`src/ntfd_pkg.sv`:
```
// ----------------------------------------------------------------------------
// ntfd_pkg: shared types and constants for the nested TLV frame detector
// Item structs, one-hot state encodings, tag codes and status codes.
// ----------------------------------------------------------------------------
package ntfd_pkg;

  typedef struct packed {
    logic [7:0] byte_value;
    logic       restart;
  } in_item_t;

  typedef enum logic [1:0] {
    ST_DONE   = 2'd0,
    ST_BADTAG = 2'd1,
    ST_DEEP   = 2'd2,
    ST_LONG   = 2'd3
  } status_t;

  typedef struct packed {
    status_t     status;
    logic [31:0] frame_bytes;
  } out_item_t;

  // parse phase of the byte stream
  typedef enum logic [4:0] {
    PH_TAG     = 5'b00001,
    PH_LEN     = 5'b00010,
    PH_PAYLOAD = 5'b00100,
    PH_COMP    = 5'b01000,
    PH_HALT    = 5'b10000
  } phase_t;

  // control sequencer
  typedef enum logic [2:0] {
    CTL_IDLE = 3'b001,
    CTL_POP  = 3'b010,
    CTL_EMIT = 3'b100
  } ctl_t;

  localparam logic [7:0] TAG_BLOB   = 8'h01;
  localparam logic [7:0] TAG_NODE   = 8'h02;
  localparam logic [7:0] TAG_TEXT   = 8'h03;
  localparam logic [7:0] TAG_NUMBER = 8'h04;

  localparam logic [7:0]  VARINT_MORE = 8'h80;
  localparam logic [31:0] FRAME_MAX   = 32'hFFFF_FFFF;

endpackage

```
`src/ntfd_ram.sv`:
```
// ----------------------------------------------------------------------------
// ntfd_ram: generic single-port-write, single-port-read RAM
// One write and one registered read per cycle; contents undefined at reset.
// ----------------------------------------------------------------------------
module ntfd_ram #(
  parameter int WIDTH = 17,
  parameter int DEPTH = 64
) (
  input  logic                     clk,
  input  logic                     we,
  input  logic [$clog2(DEPTH)-1:0] waddr,
  input  logic [WIDTH-1:0]         wdata,
  input  logic                     re,
  input  logic [$clog2(DEPTH)-1:0] raddr,
  output logic [WIDTH-1:0]         rdata
);

  logic [WIDTH-1:0] mem [DEPTH];

  always_ff @(posedge clk) begin
    if (we) begin
      mem[waddr] <= wdata;
    end
    if (re) begin
      rdata <= mem[raddr];
    end
  end

endmodule

```
`src/ntfd_varint.sv`:
```
// ----------------------------------------------------------------------------
// ntfd_varint: one LEB128 accumulation step with a bit-width bound
// Folds seven value bits into the running value and flags overflow.
// ----------------------------------------------------------------------------
module ntfd_varint
  import ntfd_pkg::*;
#(
  parameter int VW = 32,
  parameter int SW = 6
) (
  input  logic [7:0]    byte_value,
  input  logic [VW-1:0] value,
  input  logic [SW-1:0] shift,
  input  logic [SW-1:0] bits,
  output logic [VW-1:0] value_nxt,
  output logic [SW-1:0] shift_nxt,
  output logic          ovf
);

  logic [6:0]    chunk;
  logic [SW-1:0] room;
  logic [6:0]    hi;

  assign chunk = byte_value[6:0];
  assign room  = bits - shift;
  assign hi    = chunk >> room;

  always_comb begin
    value_nxt = value;
    shift_nxt = shift;
    ovf       = 1'b0;
    if (shift >= bits) begin
      // past the bound: only zero padding allowed
      ovf = (chunk != 7'd0);
    end else begin
      ovf       = (room < SW'(7)) && (hi != 7'd0);
      value_nxt = value | ({{(VW-7){1'b0}}, chunk} << shift);
      shift_nxt = shift + SW'(7);
    end
  end

endmodule

```
`src/nested_tlv_frame_detector.sv`:
```
// ----------------------------------------------------------------------------
// nested_tlv_frame_detector: LEB128 TLV deframer with nested nodes
// Parses a byte stream of nested nodes, tracks open child counts in a stack
// memory and reports the byte count of each completed top-level frame, or an
// error status after which the parser halts until restart.
// ----------------------------------------------------------------------------
//
//  channel | ports                        | item type   | direction
//  --------+------------------------------+-------------+----------
//  input   | in_valid, in_stall, in_item  | in_item_t   | in
//  result  | out_valid, out_stall,out_item| out_item_t  | out
//
//  After a byte that gives no result and reads no stack level, the input
//  is taken again on the next cycle. A byte that gives a result stalls the
//  input until it is moved into the output register, which out_stall holds.
//  A node end that empties the top stack level reads the next level back
//  from the stack memory, level by level, until a level that
//  still owes children is found or the frame ends.
//  Reset (rst_n low, synchronous) clears the parser; the stack memory needs
//  no clearing pass, since only entries below the current level are read.
//  The output register lets the next byte be taken while a result waits.
//
module nested_tlv_frame_detector
  import ntfd_pkg::*;
#(
  parameter int NEST_DEPTH = 64,
  parameter int LEN_BITS   = 32,
  parameter int CHILD_BITS = 17
) (
  input  logic      clk,
  input  logic      rst_n,
  input  logic      in_valid,
  output logic      in_stall,
  input  in_item_t  in_item,
  output logic      out_valid,
  input  logic      out_stall,
  output out_item_t out_item
);

  // varint value must hold either bound; shift counter runs up to VW+6
  localparam int VW = (LEN_BITS > CHILD_BITS) ? LEN_BITS : CHILD_BITS;
  localparam int SW = $clog2(VW + 8);
  localparam int LW = $clog2(NEST_DEPTH + 1);
  localparam int AW = $clog2(NEST_DEPTH);

  ctl_t                  ctl_r, ctl_nxt;
  phase_t                phase_r, phase_nxt;
  logic [VW-1:0]         vval_r, vval_nxt;
  logic [SW-1:0]         vshift_r, vshift_nxt;
  logic                  vfield_r, vfield_nxt;
  logic [LEN_BITS-1:0]   pay_r, pay_nxt;
  logic [LW-1:0]         level_r, level_nxt;
  logic [CHILD_BITS-1:0] top_r, top_nxt;     // count of the open top level
  logic [31:0]           fcount_r, fcount_nxt;
  out_item_t             res_r, res_nxt;     // result waiting for hand-off
  logic                  out_valid_r;
  out_item_t             out_item_r;

  logic                  in_acc;
  logic                  out_free;
  phase_t                eff_phase;
  logic [LW-1:0]         eff_level;
  logic [31:0]           eff_fcount;
  logic [31:0]           fc_inc;
  logic [LW-1:0]         lvl_m1;
  logic [LW-1:0]         lvl_m2;
  logic [LW-1:0]         pop_m1;
  logic [LW-1:0]         pop_m2;

  logic [SW-1:0]         vbits;
  logic [VW-1:0]         vv_nxt;
  logic [SW-1:0]         vs_nxt;
  logic                  v_ovf;

  logic                  mem_we;
  logic [AW-1:0]         mem_waddr;
  logic                  mem_re;
  logic [AW-1:0]         mem_raddr;
  logic [CHILD_BITS-1:0] mem_rdata;

  logic                  node_end;
  logic                  fail;
  status_t               fail_st;

  assign in_stall  = (ctl_r != CTL_IDLE);
  assign in_acc    = in_valid && !in_stall;
  assign out_free  = !out_valid_r || !out_stall;
  assign out_valid = out_valid_r;
  assign out_item  = out_item_r;

  // restart clears the parser ahead of the byte it arrives with
  assign eff_phase  = in_item.restart ? PH_TAG : phase_r;
  assign eff_level  = in_item.restart ? '0 : level_r;
  assign eff_fcount = in_item.restart ? 32'd0 : fcount_r;
  assign fc_inc     = (eff_fcount == FRAME_MAX) ? FRAME_MAX : eff_fcount + 32'd1;
  assign lvl_m1     = eff_level - LW'(1);
  assign lvl_m2     = eff_level - LW'(2);
  assign pop_m1     = level_r - LW'(1);
  assign pop_m2     = level_r - LW'(2);

  // child count is bounded by CHILD_BITS, id and length by LEN_BITS
  assign vbits = (phase_r == PH_COMP && vfield_r) ? SW'(CHILD_BITS) : SW'(LEN_BITS);

  ntfd_varint #(
    .VW (VW),
    .SW (SW)
  ) u_varint (
    .byte_value (in_item.byte_value),
    .value      (vval_r),
    .shift      (vshift_r),
    .bits       (vbits),
    .value_nxt  (vv_nxt),
    .shift_nxt  (vs_nxt),
    .ovf        (v_ovf)
  );

  // stack of remaining child counts below the top level
  ntfd_ram #(
    .WIDTH (CHILD_BITS),
    .DEPTH (NEST_DEPTH)
  ) u_stack (
    .clk   (clk),
    .we    (mem_we),
    .waddr (mem_waddr),
    .wdata (top_r),
    .re    (mem_re),
    .raddr (mem_raddr),
    .rdata (mem_rdata)
  );

  always_comb begin
    ctl_nxt    = ctl_r;
    phase_nxt  = phase_r;
    vval_nxt   = vval_r;
    vshift_nxt = vshift_r;
    vfield_nxt = vfield_r;
    pay_nxt    = pay_r;
    level_nxt  = level_r;
    top_nxt    = top_r;
    fcount_nxt = fcount_r;
    res_nxt    = res_r;
    mem_we     = 1'b0;
    mem_waddr  = '0;
    mem_re     = 1'b0;
    mem_raddr  = '0;
    node_end   = 1'b0;
    fail       = 1'b0;
    fail_st    = ST_DONE;

    unique case (ctl_r)
      CTL_IDLE: begin
        if (in_acc) begin
          phase_nxt  = eff_phase;
          level_nxt  = eff_level;
          fcount_nxt = eff_fcount;
          if (eff_phase != PH_HALT) begin
            fcount_nxt = fc_inc;
          end

          unique case (eff_phase)
            PH_TAG: begin
              vval_nxt   = '0;
              vshift_nxt = '0;
              if (in_item.byte_value == TAG_BLOB || in_item.byte_value == TAG_TEXT ||
                  in_item.byte_value == TAG_NUMBER) begin
                phase_nxt = PH_LEN;
              end else if (in_item.byte_value == TAG_NODE) begin
                phase_nxt  = PH_COMP;
                vfield_nxt = 1'b0;
              end else begin
                fail    = 1'b1;
                fail_st = ST_BADTAG;
              end
            end
            PH_LEN: begin
              vval_nxt   = vv_nxt;
              vshift_nxt = vs_nxt;
              if (v_ovf) begin
                fail    = 1'b1;
                fail_st = ST_LONG;
              end else if ((in_item.byte_value & VARINT_MORE) == '0) begin
                if (vv_nxt == '0) begin
                  node_end = 1'b1;
                end else begin
                  pay_nxt   = vv_nxt[LEN_BITS-1:0];
                  phase_nxt = PH_PAYLOAD;
                end
              end
            end
            PH_PAYLOAD: begin
              pay_nxt = pay_r - LEN_BITS'(1);
              if (pay_r == LEN_BITS'(1)) begin
                node_end = 1'b1;
              end
            end
            PH_COMP: begin
              vval_nxt   = vv_nxt;
              vshift_nxt = vs_nxt;
              if (v_ovf) begin
                fail    = 1'b1;
                fail_st = ST_LONG;
              end else if ((in_item.byte_value & VARINT_MORE) == '0) begin
                if (!vfield_r) begin
                  // id done, child count follows
                  vfield_nxt = 1'b1;
                  vval_nxt   = '0;
                  vshift_nxt = '0;
                end else begin
                  vfield_nxt = 1'b0;
                  if (vv_nxt == '0) begin
                    node_end = 1'b1;
                  end else if (eff_level >= LW'(NEST_DEPTH)) begin
                    fail    = 1'b1;
                    fail_st = ST_DEEP;
                  end else begin
                    // push: spill the old top into the stack memory
                    mem_we    = (eff_level != '0);
                    mem_waddr = lvl_m1[AW-1:0];
                    top_nxt   = vv_nxt[CHILD_BITS-1:0];
                    level_nxt = eff_level + LW'(1);
                    phase_nxt = PH_TAG;
                  end
                end
              end
            end
            PH_HALT: begin
            end
            default: begin
              phase_nxt = PH_HALT;
            end
          endcase

          if (fail) begin
            phase_nxt = PH_HALT;
            res_nxt   = '{status: fail_st, frame_bytes: fc_inc};
            ctl_nxt   = CTL_EMIT;
          end

          if (node_end) begin
            phase_nxt = PH_TAG;
            if (eff_level == '0) begin
              res_nxt    = '{status: ST_DONE, frame_bytes: fc_inc};
              fcount_nxt = 32'd0;
              ctl_nxt    = CTL_EMIT;
            end else if (top_r > CHILD_BITS'(1)) begin
              top_nxt = top_r - CHILD_BITS'(1);
            end else begin
              level_nxt = lvl_m1;
              if (eff_level == LW'(1)) begin
                res_nxt    = '{status: ST_DONE, frame_bytes: fc_inc};
                fcount_nxt = 32'd0;
                ctl_nxt    = CTL_EMIT;
              end else begin
                mem_re    = 1'b1;
                mem_raddr = lvl_m2[AW-1:0];
                ctl_nxt   = CTL_POP;
              end
            end
          end
        end
      end

      CTL_POP: begin
        // mem_rdata is the new top level's count
        if (mem_rdata > CHILD_BITS'(1)) begin
          top_nxt = mem_rdata - CHILD_BITS'(1);
          ctl_nxt = CTL_IDLE;
        end else begin
          level_nxt = pop_m1;
          if (level_r == LW'(1)) begin
            res_nxt    = '{status: ST_DONE, frame_bytes: fcount_r};
            fcount_nxt = 32'd0;
            ctl_nxt    = CTL_EMIT;
          end else begin
            mem_re    = 1'b1;
            mem_raddr = pop_m2[AW-1:0];
          end
        end
      end

      CTL_EMIT: begin
        if (out_free) begin
          ctl_nxt = CTL_IDLE;
        end
      end

      default: begin
        ctl_nxt = CTL_IDLE;
      end
    endcase
  end

  always_ff @(posedge clk) begin
    if (!rst_n) begin
      ctl_r    <= CTL_IDLE;
      phase_r  <= PH_TAG;
      vval_r   <= '0;
      vshift_r <= '0;
      vfield_r <= 1'b0;
      pay_r    <= '0;
      level_r  <= '0;
      fcount_r <= 32'd0;
    end else begin
      ctl_r    <= ctl_nxt;
      phase_r  <= phase_nxt;
      vval_r   <= vval_nxt;
      vshift_r <= vshift_nxt;
      vfield_r <= vfield_nxt;
      pay_r    <= pay_nxt;
      level_r  <= level_nxt;
      fcount_r <= fcount_nxt;
    end
  end

  always_ff @(posedge clk) begin
    top_r <= top_nxt;
    res_r <= res_nxt;
  end

  // output register
  always_ff @(posedge clk) begin
    if (!rst_n) begin
      out_valid_r <= 1'b0;
    end else if (ctl_r == CTL_EMIT && out_free) begin
      out_valid_r <= 1'b1;
    end else if (!out_stall) begin
      out_valid_r <= 1'b0;
    end
  end

  always_ff @(posedge clk) begin
    if (ctl_r == CTL_EMIT && out_free) begin
      out_item_r <= res_r;
    end
  end

  // checks
  a_level_bound: assert property (@(posedge clk) disable iff (!rst_n)
    level_r <= LW'(NEST_DEPTH))
    else $error("stack level beyond nesting depth");

  a_pop_level: assert property (@(posedge clk) disable iff (!rst_n)
    ctl_r == CTL_POP |-> level_r >= LW'(1))
    else $error("stack pop with no open level");

  a_done_clears_count: assert property (@(posedge clk) disable iff (!rst_n)
    (ctl_r == CTL_EMIT && res_r.status == ST_DONE) |-> fcount_r == 32'd0)
    else $error("frame byte count not cleared after a completed frame");

  a_payload_nonzero: assert property (@(posedge clk) disable iff (!rst_n)
    phase_r == PH_PAYLOAD |-> pay_r != '0)
    else $error("payload phase with no bytes left");

  a_fail_halts: assert property (@(posedge clk) disable iff (!rst_n)
    (ctl_r == CTL_EMIT && res_r.status != ST_DONE) |-> phase_r == PH_HALT)
    else $error("error result without halting the parser");

endmodule
```
`config.mk`:
```
export PLATFORM = sky130hd
export DESIGN_NAME = nested_tlv_frame_detector
export DESIGN_NICKNAME = d
export VERILOG_FILES = /design/src/ntfd_pkg.sv /design/src/ntfd_ram.sv /design/src/ntfd_varint.sv /design/src/nested_tlv_frame_detector.sv
export SDC_FILE = /design/constraint.sdc
export NUM_CORES = 2
export LEC_CHECK = 0
export BUFFER_PORTS_ARGS = -buffer_cell sky130_fd_sc_hd__buf_2
export CORE_MARGIN = 2
export CORE_UTILIZATION = 63
export DETAILED_ROUTE_END_ITERATION = 7
export PLACE_DENSITY = 0.88
export SETUP_SLACK_MARGIN = 0.2
export SLEW_MARGIN = 40
export SYNTH_ARGS = -nofsm -noshare
export SYNTH_HDL_FRONTEND = slang
export SYNTH_SLANG_ARGS = --single-unit
```
`constraint.sdc`:
```
create_clock -name clk -period 5.7 [get_ports clk]
set_input_delay 0.285 -clock clk [delete_from_list [all_inputs] [get_ports clk]]
set_output_delay 0.285 -clock clk [all_outputs]
set_load 0.01 [all_outputs]
```
==> run metrics <==
nets=4803; Yosys warning total=0; Least-Margin Pin Slew=0.931 ns; count of maximum capacitance violations=0; vias in the first global route=roughly 42000; first-pass GRT wire length=between 200000 and 300000 µm; GPL Wtd Cong=~1; clk root buf=clkbuf_16; Worst path slowest cell=a221oi_1; Worst Setup Start Kind=flip-flop; Setup WS post-layout=between 0.2 and 0.25 ns; Routed WL=177000 µm; Setup violations, final=0; largest net degree at the start of global routing=around 120; max incr delay on CP=between 0.5 and 0.6 ns; combinational power share=0.060; Worst slew margin=0.379; post-synthesis cell count=approximately 4600; Antenna Violating Nets Remaining=0; unrepaired setup endpoints after global routing=yes; Die Y=306 µm; worst skew pair latency=~0.76 ns; Max H-tree Level=4; sequential cell area fraction in the yosys report=0.664; total negative slack=0 ns; pwr dens=just over 300 mW/mm²; initial antenna violation count=9; layout cells sized above 1=0.140; Int Pwr=about 16 mW; DR vias=around 43000; Synthesized Nets=between 4000 and 5000; total die area=0.0936 mm²; EDFF count, synth=1190; Crit path max-delay family=compound AO/OA/AOI/OAI gates; WS Path Type=reg -> reg; Inserted Clock Buffers=about 130; DP HPWL=approximately 110000 µm; Seq pwr share=0.527; endpoints failing hold=0; post-synthesis register bit count=around 1300; Primary FF master, synth=edfxtp_1; Yosys cell types=100; Initial DRC Count=8085; Pleak=20.0 nW; clock tree buffer depth=3; Syn Std Cell Area=around 0.057 mm²; Clk pwr share=0.413; Net Sw Power=4.57 mW; Crit path required time=between 6 and 7 ns; Worst Path Arrival=5.98 ns; CP endpoint kind=flip-flop; row count=between 100 and 150; Ports=49; Post-route DRC=between 50 and 60; Min Clock Period, post-route=approximately 5.5 ns; Period Utilization, post-route=0.962; post-DR wirelength/cell=a little under 30 µm; Clock transition at path regs=roughly 0.060 ns; WHS=0.140 ns; Pre-Repair DR Iteration Count=8; Fmax=182 MHz; Synth async-reset ratio=0; core area=0.0901 mm²; via-per-instance ratio=a little over 7; Layout area overhead=12.8%; critical path peak fanout=46; Worst Skew=0.0296 ns; starting density of the core=0.637; Syn Area/Cell=between 10 and 15 µm²; maximum VDD drop=0.000266 V; CP cell instances=nor2_1 -> nand4_1 -> buf_4 -> ha_1 -> nand4b_1 -> o31ai_4 -> nor3_2 -> a311o_1 -> nor4_2 -> buf_4 -> nand3_1 -> o31a_2 -> buf_12 -> nor2_4 -> buf_12 -> a221oi_1 -> a221oi_1 -> clkbuf_2 -> o21a_1 -> a31o_1 -> nor3_1; All-Layer GR Usage=0.374; Hold/Removal Path Class=in -> reg; failing checks=design-rule violations; run status=finished, violations left; pre-CTS setup slack=about 0.012 ns; port buffer count=48; Sw Ratio=0.227; TritonCTS clock tree=built; Final Max Slew Viols=0; worst path bufs/invs=5; die width=306 µm; CTS sink count=roughly 1300; Congestion Overflow GR=0
## cell families (layout without fill, tap and decap cells)
kind of cell,Yosys count,in the layout,share of synthesized area
compound gates,1035,1035,0.120
simple gates,1602,1602,0.131
other cells,0,3,0
flops,1309,1309,0.664
fa+ha+maj,24,24,0.00523
xor+xnor,58,58,0.00885
mux,226,226,0.0445
buf+inv,351,612,0.0265
## power groups by stage
stage               logic [mW]  clock network [mW]  registers, mW
floorplan                0.671                   0           10.8
global placement          1.10                   0           10.8
global route              1.27                8.69           10.6
detailed placement        1.13                   0           10.8
finish                    1.21                8.33           10.6
CTS                       1.15                8.33           10.6
## per-layer routing
metal	wire [µm]	global-route usage	share of wire	up-vias
met1	57400	0.469	0.33	20400
met5	65	0.00310	0.00037	-
met2	78900	0.567	0.45	4097
met3	27500	0.119	0.16	886
met4	12700	0.235	0.072	6
li1	-	-	-	17900
## registers in the layout (all words and copies together), names as in the netlist
signal,count
ctl_r,3
fcount_r,32
level_r,7
out_item,34
out_valid,1
pay_r,32
phase_r,5
res_r,34
top_r,17
u_stack.mem,1088
u_stack.rdata,17
vfield_r,1
vshift_r,6
vval_r,32
## tightest hold or removal path: cells and delay by family
kind	cells	cell delay (ns)
buf+inv	1	0.34
compound gates	1	0.04
simple gates	1	0.15
## what timing repair did
item	4_1_cts	5_1_grt
setup buffers	9	5
hold endpoints to repair	19	0
hold buffers	2	0
gates resized for setup	13	30
pin swaps	5	2
endpoints found under the setup margin	73	856
## final timing paths
check / start / endpoint / slack (ns) / depth (start not counted)
worst max-delay path: phase_r[2] / u_stack.rdata[11] / 0.22 / 21
worst min-delay path: rst_n / level_r[6] / 0.14 / 3
worst max register to register: phase_r[2] / u_stack.rdata[11] / 0.22 / 21
worst min register to register: res_r[26] / out_item[26] / 0.45 / 0
## per-stage QoR
step	std cells	util	cell area, µm²	total power, mW
after floorplan	4605	-	57400	11.5
after global placement	5788	0.669	60300	11.9
after detailed placement	5791	0.669	60300	11.9
after CTS	6035	0.716	64500	20.1
after global routing	6043	0.718	64800	20.6
final	6045	0.718	64800	20.1
## synthesized netlist by cell type, types with 52 or more instances
master,n,area (µm²)
a211oi_1,63,473
a21oi_1,211,1060
a31oi_1,92,576
and3_1,73,457
buf_2,82,410
clkbuf_1,184,691
dfxtp_1,119,2380
edfxtp_1,1190,35700
mux2i_1,162,1620
nand2_1,556,2090
nand3_1,207,1040
nor2_1,344,1290
nor2b_1,54,338
nor3_1,112,561
o21ai_0,243,1220
o22ai_1,52,325
## final cells by class
cell class,count,area (µm²)
timing repair buffer,338,2850
clock inverter,72,602
tap,1176,1470
antenna,3,7.51
clock buffer,161,3470
multi-input combinational,2945,18100
fill,5295,25400
inverter,41,154
sequential,1309,38100
## layout by cell type, fill, tap and decap left out, types with 63 or more instances in the layout
cell          n
nand3_1     206
nor3_1      111
nand2_1     552
edfxtp_1   1190
mux2i_1     159
clkbuf_16   133
o21ai_0     239
a21oi_1     206
a211oi_1     63
buf_4       245
dfxtp_1     116
nor2_1      338
and3_1       72
a31oi_1      92
No activity file was read; power rests on OpenSTA's default activity.
